<file path="src/rtl/snor_pkg.sv">
package snor_pkg;

    localparam int ADDR_W = 24;
    localparam int TICK_W = 20;
    localparam int ID_W = 24;
    localparam int CFG_IDX_W = 3;
    localparam int CFG_DATA_W = 24;

    localparam logic [7:0] OP_NONE  = 8'h00;
    localparam logic [7:0] OP_PP    = 8'h02;
    localparam logic [7:0] OP_READ  = 8'h03;
    localparam logic [7:0] OP_RDSR  = 8'h05;
    localparam logic [7:0] OP_WREN  = 8'h06;
    localparam logic [7:0] OP_SE    = 8'h20;
    localparam logic [7:0] OP_BE    = 8'hC7;
    localparam logic [7:0] OP_RDID  = 8'h9F;
    localparam logic [7:0] OP_RDUID = 8'h4B;

    localparam logic [7:0] BYTE_IDLE = 8'hFF;
    localparam logic [2:0] CNT_MAX = 3'd5;

    typedef enum logic [1:0] {
        CMD_SELECT   = 2'd0,
        CMD_XFER     = 2'd1,
        CMD_DESELECT = 2'd2,
        CMD_TICK     = 2'd3
    } cmd_t;

    typedef enum logic [CFG_IDX_W-1:0] {
        REG_DEVICE_ID   = 3'd0,
        REG_UNIQUE_ID   = 3'd1,
        REG_PROG_TICKS  = 3'd2,
        REG_SE_TICKS    = 3'd3,
        REG_BE_TICKS    = 3'd4
    } cfg_idx_t;

    typedef struct packed {
        logic [ID_W-1:0]   device_id;
        logic [ID_W-1:0]   unique_id;
        logic [TICK_W-1:0] program_ticks;
        logic [TICK_W-1:0] sector_erase_ticks;
        logic [TICK_W-1:0] bulk_erase_ticks;
    } cfg_t;

    typedef struct packed {
        logic              rd;
        logic              wr;
        logic [ADDR_W-1:0] addr;
        logic [7:0]        wdata;
    } mem_req_t;

    function automatic logic [7:0] screen_opcode(input logic [7:0] op, input logic busy,
                                                 input logic wel);
        logic known;
        logic [7:0] res;
        known = (op == OP_PP) || (op == OP_READ) || (op == OP_RDSR) || (op == OP_WREN) ||
                (op == OP_SE) || (op == OP_BE) || (op == OP_RDID) || (op == OP_RDUID);
        res = op;
        if (!known)
            res = OP_NONE;
        else if (busy && op != OP_RDSR)
            res = OP_NONE;
        else if ((op == OP_PP || op == OP_SE || op == OP_BE) && !wel)
            res = OP_NONE;
        return res;
    endfunction

endpackage

</file>
<file path="src/rtl/snor_if.sv">
interface snor_in_if;
    logic       valid;
    logic       ready;
    logic [1:0] cmd;
    logic [7:0] mosi_byte;
    modport source (output valid, cmd, mosi_byte, input ready);
    modport sink (input valid, cmd, mosi_byte, output ready);
endinterface

interface snor_out_if;
    logic       valid;
    logic       ready;
    logic [7:0] miso_byte;
    logic       busy_res;
    modport source (output valid, miso_byte, busy_res, input ready);
    modport sink (input valid, miso_byte, busy_res, output ready);
endinterface


</file>
<file path="src/rtl/snor_ctrl.sv">
module snor_ctrl
    import snor_pkg::*;
#(
    parameter int MEM_BYTES = 65536,
    parameter int PAGE_BYTES = 256,
    parameter int SECTOR_BYTES = 4096
) (
    input  logic        clk,
    input  logic        rst_n,
    snor_in_if.sink     req,
    snor_out_if.source  rsp,
    input  cfg_t        cfg,
    output mem_req_t    mem_req,
    input  logic [7:0]  mem_rdata
);
    localparam int AW = $clog2(MEM_BYTES);
    localparam int PW = $clog2(PAGE_BYTES);
    localparam int SW = $clog2(SECTOR_BYTES);

    typedef enum logic [2:0] {
        ST_IDLE  = 3'b001,
        ST_EXEC  = 3'b010,
        ST_SWEEP = 3'b100
    } state_t;

    state_t state_reg, state_next;
    logic [1:0] cmd_reg;
    logic [7:0] byte_reg;
    logic [7:0] op_reg, op_next;
    logic [2:0] cnt_reg, cnt_next;
    logic [ADDR_W-1:0] addr_reg, addr_next;
    logic wel_reg, wel_next;
    logic [TICK_W-1:0] busy_reg, busy_next;
    logic sel_reg, sel_next;
    logic [AW-1:0] sweep_addr_reg, sweep_addr_next;
    logic sweep_all_reg, sweep_all_next;
    logic out_valid_reg, out_valid_next;
    logic [7:0] miso_reg, miso_next;
    logic busy_res_reg;

    logic accept, out_free, commit, sweep_last, pp_write;
    logic [7:0] reply;

    assign accept = req.valid && req.ready;
    assign req.ready = (state_reg == ST_IDLE);
    assign out_free = !out_valid_reg || rsp.ready;
    assign commit = (state_reg == ST_EXEC) && out_free;
    assign sweep_last = sweep_all_reg ? (&sweep_addr_reg) : (&sweep_addr_reg[SW-1:0]);

    always_comb
    begin
        op_next = op_reg;
        cnt_next = cnt_reg;
        addr_next = addr_reg;
        wel_next = wel_reg;
        busy_next = busy_reg;
        sel_next = sel_reg;
        sweep_addr_next = sweep_addr_reg;
        sweep_all_next = sweep_all_reg;
        state_next = state_reg;
        reply = BYTE_IDLE;
        pp_write = 1'b0;
        case (state_reg)
            ST_IDLE:
            begin
                if (accept)
                    state_next = ST_EXEC;
            end
            ST_EXEC:
            begin
                if (commit)
                begin
                    state_next = ST_IDLE;
                    case (cmd_t'(cmd_reg))
                        CMD_SELECT:
                        begin
                            sel_next = 1'b1;
                            cnt_next = '0;
                            op_next = OP_NONE;
                        end
                        CMD_XFER:
                        begin
                            if (sel_reg)
                            begin
                                if (cnt_reg == 3'd0)
                                    op_next = screen_opcode(byte_reg, busy_reg != '0, wel_reg);
                                else if (op_reg == OP_RDSR)
                                    reply = {6'd0, wel_reg, busy_reg != '0};
                                else if (cnt_reg <= 3'd3)
                                begin
                                    if (op_reg == OP_READ || op_reg == OP_PP || op_reg == OP_SE)
                                        addr_next = {addr_reg[ADDR_W-9:0], byte_reg};
                                    else if (op_reg == OP_RDID || op_reg == OP_RDUID)
                                    begin
                                        case (cnt_reg[1:0])
                                            2'd1: reply = (op_reg == OP_RDID) ?
                                                cfg.device_id[23:16] : cfg.unique_id[23:16];
                                            2'd2: reply = (op_reg == OP_RDID) ?
                                                cfg.device_id[15:8] : cfg.unique_id[15:8];
                                            default: reply = (op_reg == OP_RDID) ?
                                                cfg.device_id[7:0] : cfg.unique_id[7:0];
                                        endcase
                                    end
                                end
                                else if (op_reg == OP_READ)
                                begin
                                    reply = mem_rdata;
                                    addr_next = addr_reg + 24'd1;
                                end
                                else if (op_reg == OP_PP)
                                begin
                                    pp_write = 1'b1;
                                    addr_next = {addr_reg[ADDR_W-1:PW],
                                                 addr_reg[PW-1:0] + PW'(1)};
                                end
                                if (cnt_reg < CNT_MAX)
                                    cnt_next = cnt_reg + 3'd1;
                            end
                        end
                        CMD_DESELECT:
                        begin
                            if (sel_reg)
                            begin
                                case (op_reg)
                                    OP_WREN:
                                    begin
                                        if (cnt_reg == 3'd1)
                                            wel_next = 1'b1;
                                    end
                                    OP_BE:
                                    begin
                                        if (cnt_reg == 3'd1)
                                        begin
                                            wel_next = 1'b0;
                                            busy_next = cfg.bulk_erase_ticks;
                                            sweep_all_next = 1'b1;
                                            sweep_addr_next = '0;
                                            state_next = ST_SWEEP;
                                        end
                                    end
                                    OP_SE:
                                    begin
                                        if (cnt_reg == 3'd4)
                                        begin
                                            wel_next = 1'b0;
                                            busy_next = cfg.sector_erase_ticks;
                                            sweep_all_next = 1'b0;
                                            sweep_addr_next = {addr_reg[AW-1:SW], SW'(0)};
                                            state_next = ST_SWEEP;
                                        end
                                    end
                                    OP_PP:
                                    begin
                                        if (cnt_reg >= 3'd4)
                                        begin
                                            wel_next = 1'b0;
                                            busy_next = cfg.program_ticks;
                                        end
                                    end
                                    default:
                                    begin
                                    end
                                endcase
                                sel_next = 1'b0;
                                cnt_next = '0;
                                op_next = OP_NONE;
                            end
                        end
                        default:
                        begin
                            if (busy_reg != '0)
                                busy_next = busy_reg - TICK_W'(1);
                        end
                    endcase
                end
            end
            ST_SWEEP:
            begin
                sweep_addr_next = sweep_addr_reg + AW'(1);
                if (sweep_last)
                    state_next = ST_IDLE;
            end
            default:
            begin
                state_next = ST_IDLE;
            end
        endcase
    end

    always_comb
    begin
        mem_req.rd = accept;
        mem_req.wr = 1'b0;
        mem_req.addr = addr_reg;
        mem_req.wdata = BYTE_IDLE;
        if (state_reg == ST_SWEEP)
        begin
            mem_req.wr = 1'b1;
            mem_req.addr = ADDR_W'(sweep_addr_reg);
        end
        else if (pp_write)
        begin
            mem_req.wr = 1'b1;
            mem_req.wdata = mem_rdata & byte_reg;
        end
    end

    always_comb
    begin
        out_valid_next = out_valid_reg;
        miso_next = miso_reg;
        if (commit)
        begin
            out_valid_next = 1'b1;
            miso_next = reply;
        end
        else if (rsp.ready)
        begin
            out_valid_next = 1'b0;
        end
    end

    always_ff @(posedge clk or negedge rst_n)
    begin
        if (!rst_n)
        begin
            state_reg <= ST_SWEEP;
            op_reg <= OP_NONE;
            cnt_reg <= '0;
            addr_reg <= '0;
            wel_reg <= 1'b0;
            busy_reg <= '0;
            sel_reg <= 1'b0;
            sweep_addr_reg <= '0;
            sweep_all_reg <= 1'b1;
            out_valid_reg <= 1'b0;
        end
        else
        begin
            state_reg <= state_next;
            op_reg <= op_next;
            cnt_reg <= cnt_next;
            addr_reg <= addr_next;
            wel_reg <= wel_next;
            busy_reg <= busy_next;
            sel_reg <= sel_next;
            sweep_addr_reg <= sweep_addr_next;
            sweep_all_reg <= sweep_all_next;
            out_valid_reg <= out_valid_next;
        end
    end

    always_ff @(posedge clk)
    begin
        if (accept)
        begin
            cmd_reg <= req.cmd;
            byte_reg <= req.mosi_byte;
        end
        if (commit)
        begin
            miso_reg <= miso_next;
            busy_res_reg <= (busy_next != '0);
        end
    end

    assign rsp.valid = out_valid_reg;
    assign rsp.miso_byte = miso_reg;
    assign rsp.busy_res = busy_res_reg;

    a_sweep_blocks: assert property (@(posedge clk) disable iff (!rst_n)
        (state_reg == ST_SWEEP) |-> !req.ready)
        else $error("item taken during erase sweep");

    a_cnt_range: assert property (@(posedge clk) disable iff (!rst_n)
        cnt_reg <= CNT_MAX)
        else $error("frame byte count out of range");

    a_deselect_clean: assert property (@(posedge clk) disable iff (!rst_n)
        !sel_reg |-> (cnt_reg == '0 && op_reg == OP_NONE))
        else $error("frame state left while deselected");

    a_busy_clears_wel: assert property (@(posedge clk) disable iff (!rst_n)
        (busy_reg != '0 && $past(busy_reg) == '0) |-> !wel_reg)
        else $error("write enable latch kept on busy start");

endmodule

</file>
<file path="src/flat_wrapper.sv">
// flat-port wrapper written by rule: the top's interface ports become plain ports
module snor_ctrl_flat import snor_pkg::*;
#(
    parameter int MEM_BYTES = 65536,
    parameter int PAGE_BYTES = 256,
    parameter int SECTOR_BYTES = 4096
)
  (clk, rst_n, cfg, mem_req, mem_rdata, req_valid, req_cmd, req_mosi_byte, req_ready, rsp_valid, rsp_miso_byte, rsp_busy_res, rsp_ready);
  snor_in_if req_i ();
  snor_out_if rsp_i ();
  input  logic clk;
  input  logic rst_n;
  input  cfg_t cfg;
  output mem_req_t mem_req;
  input  logic [7:0] mem_rdata;
  input wire logic [$bits(req_i.valid)-1:0] req_valid;
  input wire logic [$bits(req_i.cmd)-1:0] req_cmd;
  input wire logic [$bits(req_i.mosi_byte)-1:0] req_mosi_byte;
  output wire logic [$bits(req_i.ready)-1:0] req_ready;
  output wire logic [$bits(rsp_i.valid)-1:0] rsp_valid;
  output wire logic [$bits(rsp_i.miso_byte)-1:0] rsp_miso_byte;
  output wire logic [$bits(rsp_i.busy_res)-1:0] rsp_busy_res;
  input wire logic [$bits(rsp_i.ready)-1:0] rsp_ready;
  assign req_i.valid = req_valid;
  assign req_i.cmd = req_cmd;
  assign req_i.mosi_byte = req_mosi_byte;
  assign req_ready = req_i.ready;
  assign rsp_valid = rsp_i.valid;
  assign rsp_miso_byte = rsp_i.miso_byte;
  assign rsp_busy_res = rsp_i.busy_res;
  assign rsp_i.ready = rsp_ready;
  snor_ctrl #(.MEM_BYTES(MEM_BYTES), .PAGE_BYTES(PAGE_BYTES), .SECTOR_BYTES(SECTOR_BYTES)) u_core (.clk(clk), .rst_n(rst_n), .req(req_i), .rsp(rsp_i), .cfg(cfg), .mem_req(mem_req), .mem_rdata(mem_rdata));
endmodule
</file>
<file path="config.mk">
export PLATFORM = sky130hd
export DESIGN_NAME = snor_ctrl_flat
export DESIGN_NICKNAME = d
export VERILOG_FILES = /design/src/rtl/snor_pkg.sv /design/src/rtl/snor_if.sv /design/src/rtl/snor_ctrl.sv /design/src/flat_wrapper.sv
export SDC_FILE = /design/constraint.sdc
export NUM_CORES = 1
export LEC_CHECK = 0
export BUFFER_PORTS_ARGS = -buffer_cell sky130_fd_sc_hd__buf_2
export CORE_AREA = 2 2 126 128
export CTS_CLUSTER_SIZE = 14
export DETAILED_ROUTE_END_ITERATION = 12
export DIE_AREA = 0 0 128 130
export HOLD_SLACK_MARGIN = 0.03
export PLACE_DENSITY = 0.7
export SYNTH_ARGS = -nofsm -noshare
export SYNTH_HDL_FRONTEND = slang
export SYNTH_SLANG_ARGS = --single-unit
</file>
<file path="constraint.sdc">
create_clock -name clk -period 4.98 [get_ports clk]
set_input_delay 0.747 -clock clk [delete_from_list [all_inputs] [get_ports clk]]
set_output_delay 0.747 -clock clk [all_outputs]
set_load 0.02 [all_outputs]
</file>
Word-level counts from Yosys, hierarchy flattened
Index checks and enable logic that the tools add are counted.

operators by class
  add/sub/neg operators = 5
  $lt $le $gt $ge = 3
  equality and inequality tests = 43
  mux-type cells = 73
  bitwise operators = 6
  reduce and logical (&&, ||, !) cells = 44

operators with widths
  kind                   number
  $mux 20                7
  $mux 8                 17
  $mux 24                4
  $mux 16                5
  $pmux 16 s2            2
  $pmux 20 s3            1
  $pmux 20 s2            1
  $reduce_bool 20->1     2
  $eq 8x2->1 const B     4
  $eq 8x3->1 const B     4
  $eq 8x8->1 const B     4
  $mux 3                 10
  $add 24x1->24 const B  1
  $pmux 8 s3             1
  $sub 20x1->20 const B  1
  $mux 1                 18
  $ne 2x1->1 const B     9
  $pmux 3 s3             2
  $add 16x1->16 const B  1
  $eq 8x6->1 const B     2
  $eq 8x7->1 const B     2
  $pmux 8 s2             1
  $reduce_and 16->1      1
  $reduce_and 8->1       2
  33 further kinds       72

storage, ports and cells
  flip-flop bits (word level) = 97
  output and inout bits = 45
  logic and storage cells = 189

Logic depth before layout (Yosys ltp)
Gate-level depths: netlist of run 1.

  depth in word-level cells = 12
  mapped depth = 12

Least setup slack after synthesis of run 1
Ideal clock, no wire load.

  path type = register -> output
  start point = register u_core.cnt_reg[2]
  end point = output port mem_req[0] (netlist name)
  arrival = 2097 ps
  slack = 2136 ps
  cell stages (with the launch flop) = 10
  buffers on the path = 3
  cell sequence = dfrtp_1 > clkbuf_1 > inv_1 > ha_1 > or2_2 > clkbuf_1 > clkbuf_1 > nor2_1 > nand4_1 > a21o_1

RTL lines
  what                      RTL line            text
  start: declaration        snor_ctrl.sv:30     logic [2:0] cnt_reg, cnt_next;
  start signal: assignment  snor_ctrl.sv:242    cnt_reg <= cnt_next;
  end: declaration          flat_wrapper.sv:14  output mem_req_t mem_req;

==> flow_metrics.tcl, run 1 <==
set metrics [dict create \
    status "complete, no violations" \
    syn2layout_area_growth_pct 16.4 \
    ys_seq_elements 97 \
    num_antenna_cells 0 \
    fin_crit_ns 3.86 \
    num_rows 46 \
    critPathLaunchType "register" \
    cp.required_ns 4.23 \
    clkSinkCount 97 \
    globalplace.congestion 1.02 \
    drtAntennaViolNets 0 \
    hold_buffers 0 \
    post_drt_via_cell_ratio 6.42 \
    synth_most_common_cell "nand2_1" \
    slew_violations 0 \
    critical_path_depth 6 \
    largest_register_ffs 24 \
    wl_per_cell_um 20.5 \
    yosysTopAreaCell "dfrtp_1" \
    max_stage_delay_ns 0.68 \
    holdPathStages 2 \
    antenna_found_initial 0 \
    cp_slowest_cell "nor4b_1" \
    route.vias.total 8085 \
    synth_ff_type "dfrtp_1" \
    cts.clk_slew.worst_paths_ns 0.07 \
    critPathKind "register to output pin" \
    tightest_slew_ns 1.17 \
    die_w_um 128 \
    p_leak_nw 3.48 \
    grt_pass1_vias 7364 \
    layoutNonFillerInstCount 1260 \
    synth_edf_count 19 \
    endpoint_kind "output pin" \
    critPathMaxFanout 14 \
    crit_family "simple AND/OR/NAND/NOR gates" \
    wl_um 25800 \
    hold_path_class "register to register" \
    yosys.area.top_type_share_pct 25.2 \
    core_sq_um 15400 \
    synth_cell_types 85 \
    finalSetupViolations 0 \
    cts_resized 0 \
    cts_tree "done" \
    hold_viol 0 \
    skew_ns 0.0120 \
    clkLatencyLatePin_ns 0.37 \
    die_h_um 130 \
    track_usage_pct 31.3 \
    cts_made_buffers 9 \
    setup-tns-final_ns 0 \
    seq_area_frac_synth_pct 33.5 \
    dr.first_iter.drc_count 904 \
    syn_nets 1063 \
    grt_setup_unrepaired "false" \
    placed_cell_area_sq_um 8480 \
    drc 0 \
    synthCells 924 \
    ios 175 \
    root_buffer "clkbuf_16" \
    clockBufferDepth 2 \
    netlist_top_cells_count "139 x nand2_1, 90 x o21ai_0, 76 x dfrtp_1, 59 x nor2_1, 53 x a21oi_1" \
    cp.buffers_inverters 1 \
    timing.final.crit_share_pct 77.6 \
    grt_overflow 0 \
    relSlewSlack_pct 21.5 \
    place_inst 1244 \
    cts_setup_buffers 0 \
    drive_gt1_share_pct 24.5 \
    cap_violations 0 \
    port_buffers 174 \
    grt_max_degree 79 \
    firstDrtPassIters 6 \
    p_per_area_nw_per_um2 246 \
    yosysWarnings 0 \
    hpwl_um 19000 \
    max-vdd-ir-drop_mv 0.177 \
    grt_pass1_wl_um 40700 \
    die_area_sq_um 16600 \
    syn_area_per_cell_sq_um 8.16 \
    htree_levels 3 \
    synth.area.top_cells "dfrtp_1 25%, edfxtp_1 7.6%, nand2_1 6.9%" \
    initial_core_util_pct 48.9 \
    async_flop_share_pct 80.4 \
    nets 1202 \
    crit_path_cell_trace "nor4b_1 -> nand2_1 -> nor2_1 -> nand4_1 -> a21o_1 -> buf_2" \
    timing.fmax_mhz 259 \
    rr_worst_depth 11 \
    netlist_area_sq_um 7540 \
    crit_arrival_ns 3.12 \
    fin_area_sq_um 8770 \
]
routing by layer:
metal / vias up / routed length, um / GRT usage (%)
met1: 3784 / 11400 / 44.0
met5: - / 0 / 0
met4: 0 / 1030 / 15.1
met2: 423 / 11300 / 47.3
li1: 3807 / - / -
met3: 71 / 2090 / 5.04
cells in the final DEF (no fill, tap or decap), drive strengths merged, types with 11 or more instances in the layout:
cell type	n
a21oi	54
a222oi	12
a22o	16
a22oi	14
a31oi	12
and2	16
and3	14
buf	186
dfrtp	76
edfxtp	19
inv	17
mux2	23
mux2i	12
nand2	142
nand2b	11
nand3	27
nand4	14
nor2	60
nor2b	11
nor3	31
nor4	18
o21ai	97
or3	12
worst min-delay path, delay by kind of cell (launching register included):
kind	cells	cell delay, ns
DFF	1	0.39
AOI/OAI and AO/OA	2	0.14
layout make-up:
| cell class | instances | area, sq um |
|---|---|---|
| Clock inverter | 7 | 63.8 |
| Inverter | 16 | 60.1 |
| Clock buffer | 9 | 225 |
| Multi-Input combinational cell | 753 | 4700 |
| Fill cell | 1480 | 6650 |
| Sequential cell | 97 | 2520 |
| Timing Repair Buffer | 186 | 963 |
| Tap cell | 192 | 240 |
path summary, 6_finish.rpt:
check | end | startpoint | slack (ns)
min in group asynchronous | u_core.busy_reg[1] | rst_n | 0.55
max in group asynchronous | u_core.addr_reg[20] | rst_n | 3.75
worst max-delay path | mem_req[6] | u_core.op_reg[4] | 1.12
worst min register to register | u_core.sweep_all_reg | u_core.sweep_all_reg | 0.52
worst min-delay path | u_core.sweep_all_reg | u_core.sweep_all_reg | 0.52
worst max register to register | u_core.rsp.busy_res | u_core.cnt_reg[1] | 1.19
where the power goes:
group	leakage [nW]	switching (W)	total (W)	internal, W
Combinational	2.18	0.000302	0.000505	0.000203
Clock	0.141	0.000355	0.000703	0.000348
Sequential	1.17	0.0000958	0.000951	0.000855
through the flow:
| stage | util [%] | hold WS [ns] | power (W) | setup WS, ns |
|---|---|---|---|---|
| after floorplan | - | 0.451 | 0.00126 | 2.14 |
| after global placement | 55.0 | 0.499 | 0.00146 | 1.37 |
| after detailed placement | 55.0 | 0.507 | 0.00145 | 1.23 |
| after CTS | 56.9 | 0.524 | 0.00215 | 1.14 |
| after global routing | 56.9 | 0.543 | 0.00225 | 0.877 |
| final | 56.9 | 0.524 | 0.00216 | 1.12 |
cell families after synthesis:
kind of cell / after synthesis / share of synthesized area [%]
AOI/OAI and AO/OA: 303 / 26.6
xor gates and xnor gates: 2 / 0.232
adders and majority gates: 9 / 1.49
buffers and inverters: 74 / 4.32
DFF: 97 / 33.5
muxes: 35 / 5.03
and+or+nand+nor: 404 / 28.8
Power figures use the tool's default switching activity.
==> run 2: changes to the inputs <==
--- a/config.mk
+++ b/config.mk
@@ -5,13 +5,14 @@
 export SDC_FILE = /design/constraint.sdc
 export NUM_CORES = 1
 export LEC_CHECK = 0
+export ABC_AREA = 1
 export BUFFER_PORTS_ARGS = -buffer_cell sky130_fd_sc_hd__buf_2
-export CORE_AREA = 2 2 126 128
+export CORE_AREA = 2 2 132 134
 export CTS_CLUSTER_SIZE = 14
 export DETAILED_ROUTE_END_ITERATION = 12
-export DIE_AREA = 0 0 128 130
+export DIE_AREA = 0 0 134 136
 export HOLD_SLACK_MARGIN = 0.03
-export PLACE_DENSITY = 0.7
+export PLACE_DENSITY = 0.72
 export SYNTH_ARGS = -nofsm -noshare
 export SYNTH_HDL_FRONTEND = slang
 export SYNTH_SLANG_ARGS = --single-unit
==> constraint.sdc (replaced) <==
create_clock -name clk -period 3.5 [get_ports clk]
set_input_delay 0.525 -clock clk [delete_from_list [all_inputs] [get_ports clk]]
set_output_delay 0.525 -clock clk [all_outputs]
set_load 0.02 [all_outputs]
==> flow_metrics.tcl, run 2 <==
set metrics [dict create \
    status "complete, no violations" \
    synth_edf_count 19 \
    max-vdd-ir-drop_mv 0.270 \
    num_antenna_cells 0 \
    synth.area.top_cells "dfrtp_1 23%, nand2_1 18%, nor2_1 7.0%" \
    cts_setup_buffers 0 \
    synth_most_common_cell "nand2_1" \
    synth_mux_area_share_pct 0 \
    finalSetupViolations 0 \
    route.vias.total 9660 \
    utilization_pct 56.8 \
    yosys.area.top_type_share_pct 22.9 \
    placed_cell_area_sq_um 9320 \
    netlist_top_cells_count "389 x nand2_1, 154 x nor2_1, 141 x inv_1, 107 x nand3_1, 95 x o21ai_0" \
    ios 175 \
    place_inst 1711 \
    synth_ff_type "dfrtp_1" \
    globalplace.congestion 0.974 \
    synth_top_family_by_area "simple AND/OR/NAND/NOR gates" \
    cp.buffers_inverters 3 \
    netlist_area_sq_um 8310 \
    hold_buffers 0 \
    cts_resized 0 \
    yosysTopAreaCell "dfrtp_1" \
    dr.first_iter.drc_count 977 \
    cp_slowest_cell "nor3_2" \
    syn2layout_area_growth_pct 15.3 \
    syn_nets 1490 \
    grt_setup_unrepaired "false" \
    post_drt_via_cell_ratio 5.59 \
    clkSinkCount 97 \
    clkLatencyLatePin_ns 0.36 \
    nets 1636 \
    timing.final.crit_share_pct 91.4 \
    max_stage_delay_ns 0.51 \
    synthCells 1351 \
    core_sq_um 16900 \
    cts.clk_slew.worst_paths_ns 0.07 \
    fin_area_sq_um 9590 \
    cts_made_buffers 9 \
    rrSetupSlack_ns 0.73 \
    final_cell_mix "389 x nand2_1, 173 x buf_2, 153 x nor2_1" \
    setup-tns-final_ns 0 \
    relSlewSlack_pct 31.4 \
    syn_area_per_cell_sq_um 6.15 \
    skew_ns 0.0104 \
    drc 0 \
    clockBufferDepth 2 \
    hold_viol 0 \
    crit_path_cell_trace "ha_1 -> ha_1 -> a21oi_2 -> buf_4 -> inv_2 -> nor3_2 -> or2_1 -> buf_2" \
    timing.fmax_mhz 313 \
    r2r-end "u_core.sweep_addr_reg[5]" \
    drive_gt1_share_pct 17.4 \
    hold_path_class "input pin to async pin" \
    critPathKind "register to output pin" \
    cap_violations 0 \
    cp.required_ns 2.97 \
    yosysWarnings 0 \
    antenna_found_initial 2 \
    async_flop_share_pct 80.4 \
    path_common_cell "ha_1" \
    port_buffers 174 \
    grt_pass1_vias 8727 \
    critPathLaunchType "register" \
    layoutNonFillerInstCount 1727 \
    drtAntennaViolNets 0 \
    tightest_slew_ns 1.03 \
    endpoint_kind "output pin" \
    largest_register_ffs 24 \
    wl_per_cell_um 15.9 \
    die_h_um 136 \
    slew_violations 0 \
    cts_tree "done" \
    hpwl_um 20300 \
    rr_worst_depth 14 \
    seq_area_frac_synth_pct 30.4 \
    grt_max_degree 79 \
    num_rows 48 \
    critPathMaxFanout 27 \
    htree_levels 3 \
    p_per_area_nw_per_um2 602 \
    synth_cell_types 54 \
    crit_family "simple AND/OR/NAND/NOR gates" \
    initial_core_util_pct 49.3 \
    synth_xor_area_share_pct 1.16 \
    final.fill_count 1764 \
    fin_crit_ns 3.20 \
    root_buffer "clkbuf_16" \
    grt_pass1_wl_um 43700 \
    grt_overflow 0 \
    setup_slack_ns 0.302 \
    place_ws_ns 0.720 \
    track_usage_pct 30.0 \
    die_area_sq_um 18200 \
    wl_um 27400 \
    synthAdderAreaFrac_pct 1.35 \
    synth-compound-area-share_pct 18.8 \
    synth-simple-area-share_pct 37.4 \
    ys_seq_elements 97 \
    r2r_start "u_core.cnt_reg[1]" \
    die_w_um 134 \
    firstDrtPassIters 6 \
    crit_arrival_ns 2.67 \
    final_common_cell "nand2_1" \
    p_leak_nw 4.49 \
]
[run 2: cell types whose count changed after synthesis, sizes merged, moves of 14 or more]
cell	previous run	this run
mux2	23	0
o21ai	97	134
and2	16	0
nor2	60	164
clkbuf	37	21
nand2	142	395
nand3	27	108
and3	14	0
a21oi	54	70
o22ai	6	21
inv	15	171
[run 2: cell type report]
class	count	area, sq um	area share [%]
Multi-Input combinational cell	1028	4890	51.1
Sequential cell	97	2520	26.3
Timing Repair Buffer	184	948	9.89
Inverter	177	667	6.96
Tap cell	225	282	2.94
Clock buffer	9	225	2.35
Clock inverter	7	46.3	0.483
[run 2: worst max path at each step]
stage	start	end	slack, ns	cells after the start
after floorplan	u_core.state_reg[1]	mem_req[33]	1.08	4
after global placement	u_core.cnt_reg[0]	mem_req[32]	0.80	8
after detailed placement	u_core.cnt_reg[0]	mem_req[32]	0.72	8
after CTS	u_core.cnt_reg[0]	mem_req[32]	0.33	8
after global routing	u_core.cnt_reg[0]	mem_req[32]	0.12	8
final	u_core.cnt_reg[0]	mem_req[32]	0.30	8
[run 2: power breakdown]
| group | total, W | internal [W] | switching (W) |
|---|---|---|---|
| Combinational | 0.00302 | 0.000931 | 0.00209 |
| Clock | 0.000944 | 0.000481 | 0.000462 |
| Sequential | 0.00181 | 0.00143 | 0.000382 |
[run 2: routing by layer]
layer	global-route usage, %	wire (um)	share of wire [%]
met1	41.1	11800	43
met2	48.8	12600	46
met3	4.33	2420	8.8
met4	9.93	597	2.2
met5	0	7	0.026
[run 2: per-stage QoR]
step	hold slack, ns	power, W
final	0.331	0.00577
after detailed placement	0.519	0.00476
after global placement	0.501	0.00471
after global routing	0.331	0.00624
after CTS	0.335	0.00571
after floorplan	0.229	0.00394
[run 2: cell families (layout without fill, tap and decap cells)]
logic type | after synthesis | after routing
adders and majority gates | 9 | 9
xor gates and xnor gates | 11 | 11
AOI/OAI and AO/OA | 277 | 277
DFF | 97 | 97
buffers and inverters | 226 | 377
and+or+nand+nor | 731 | 731
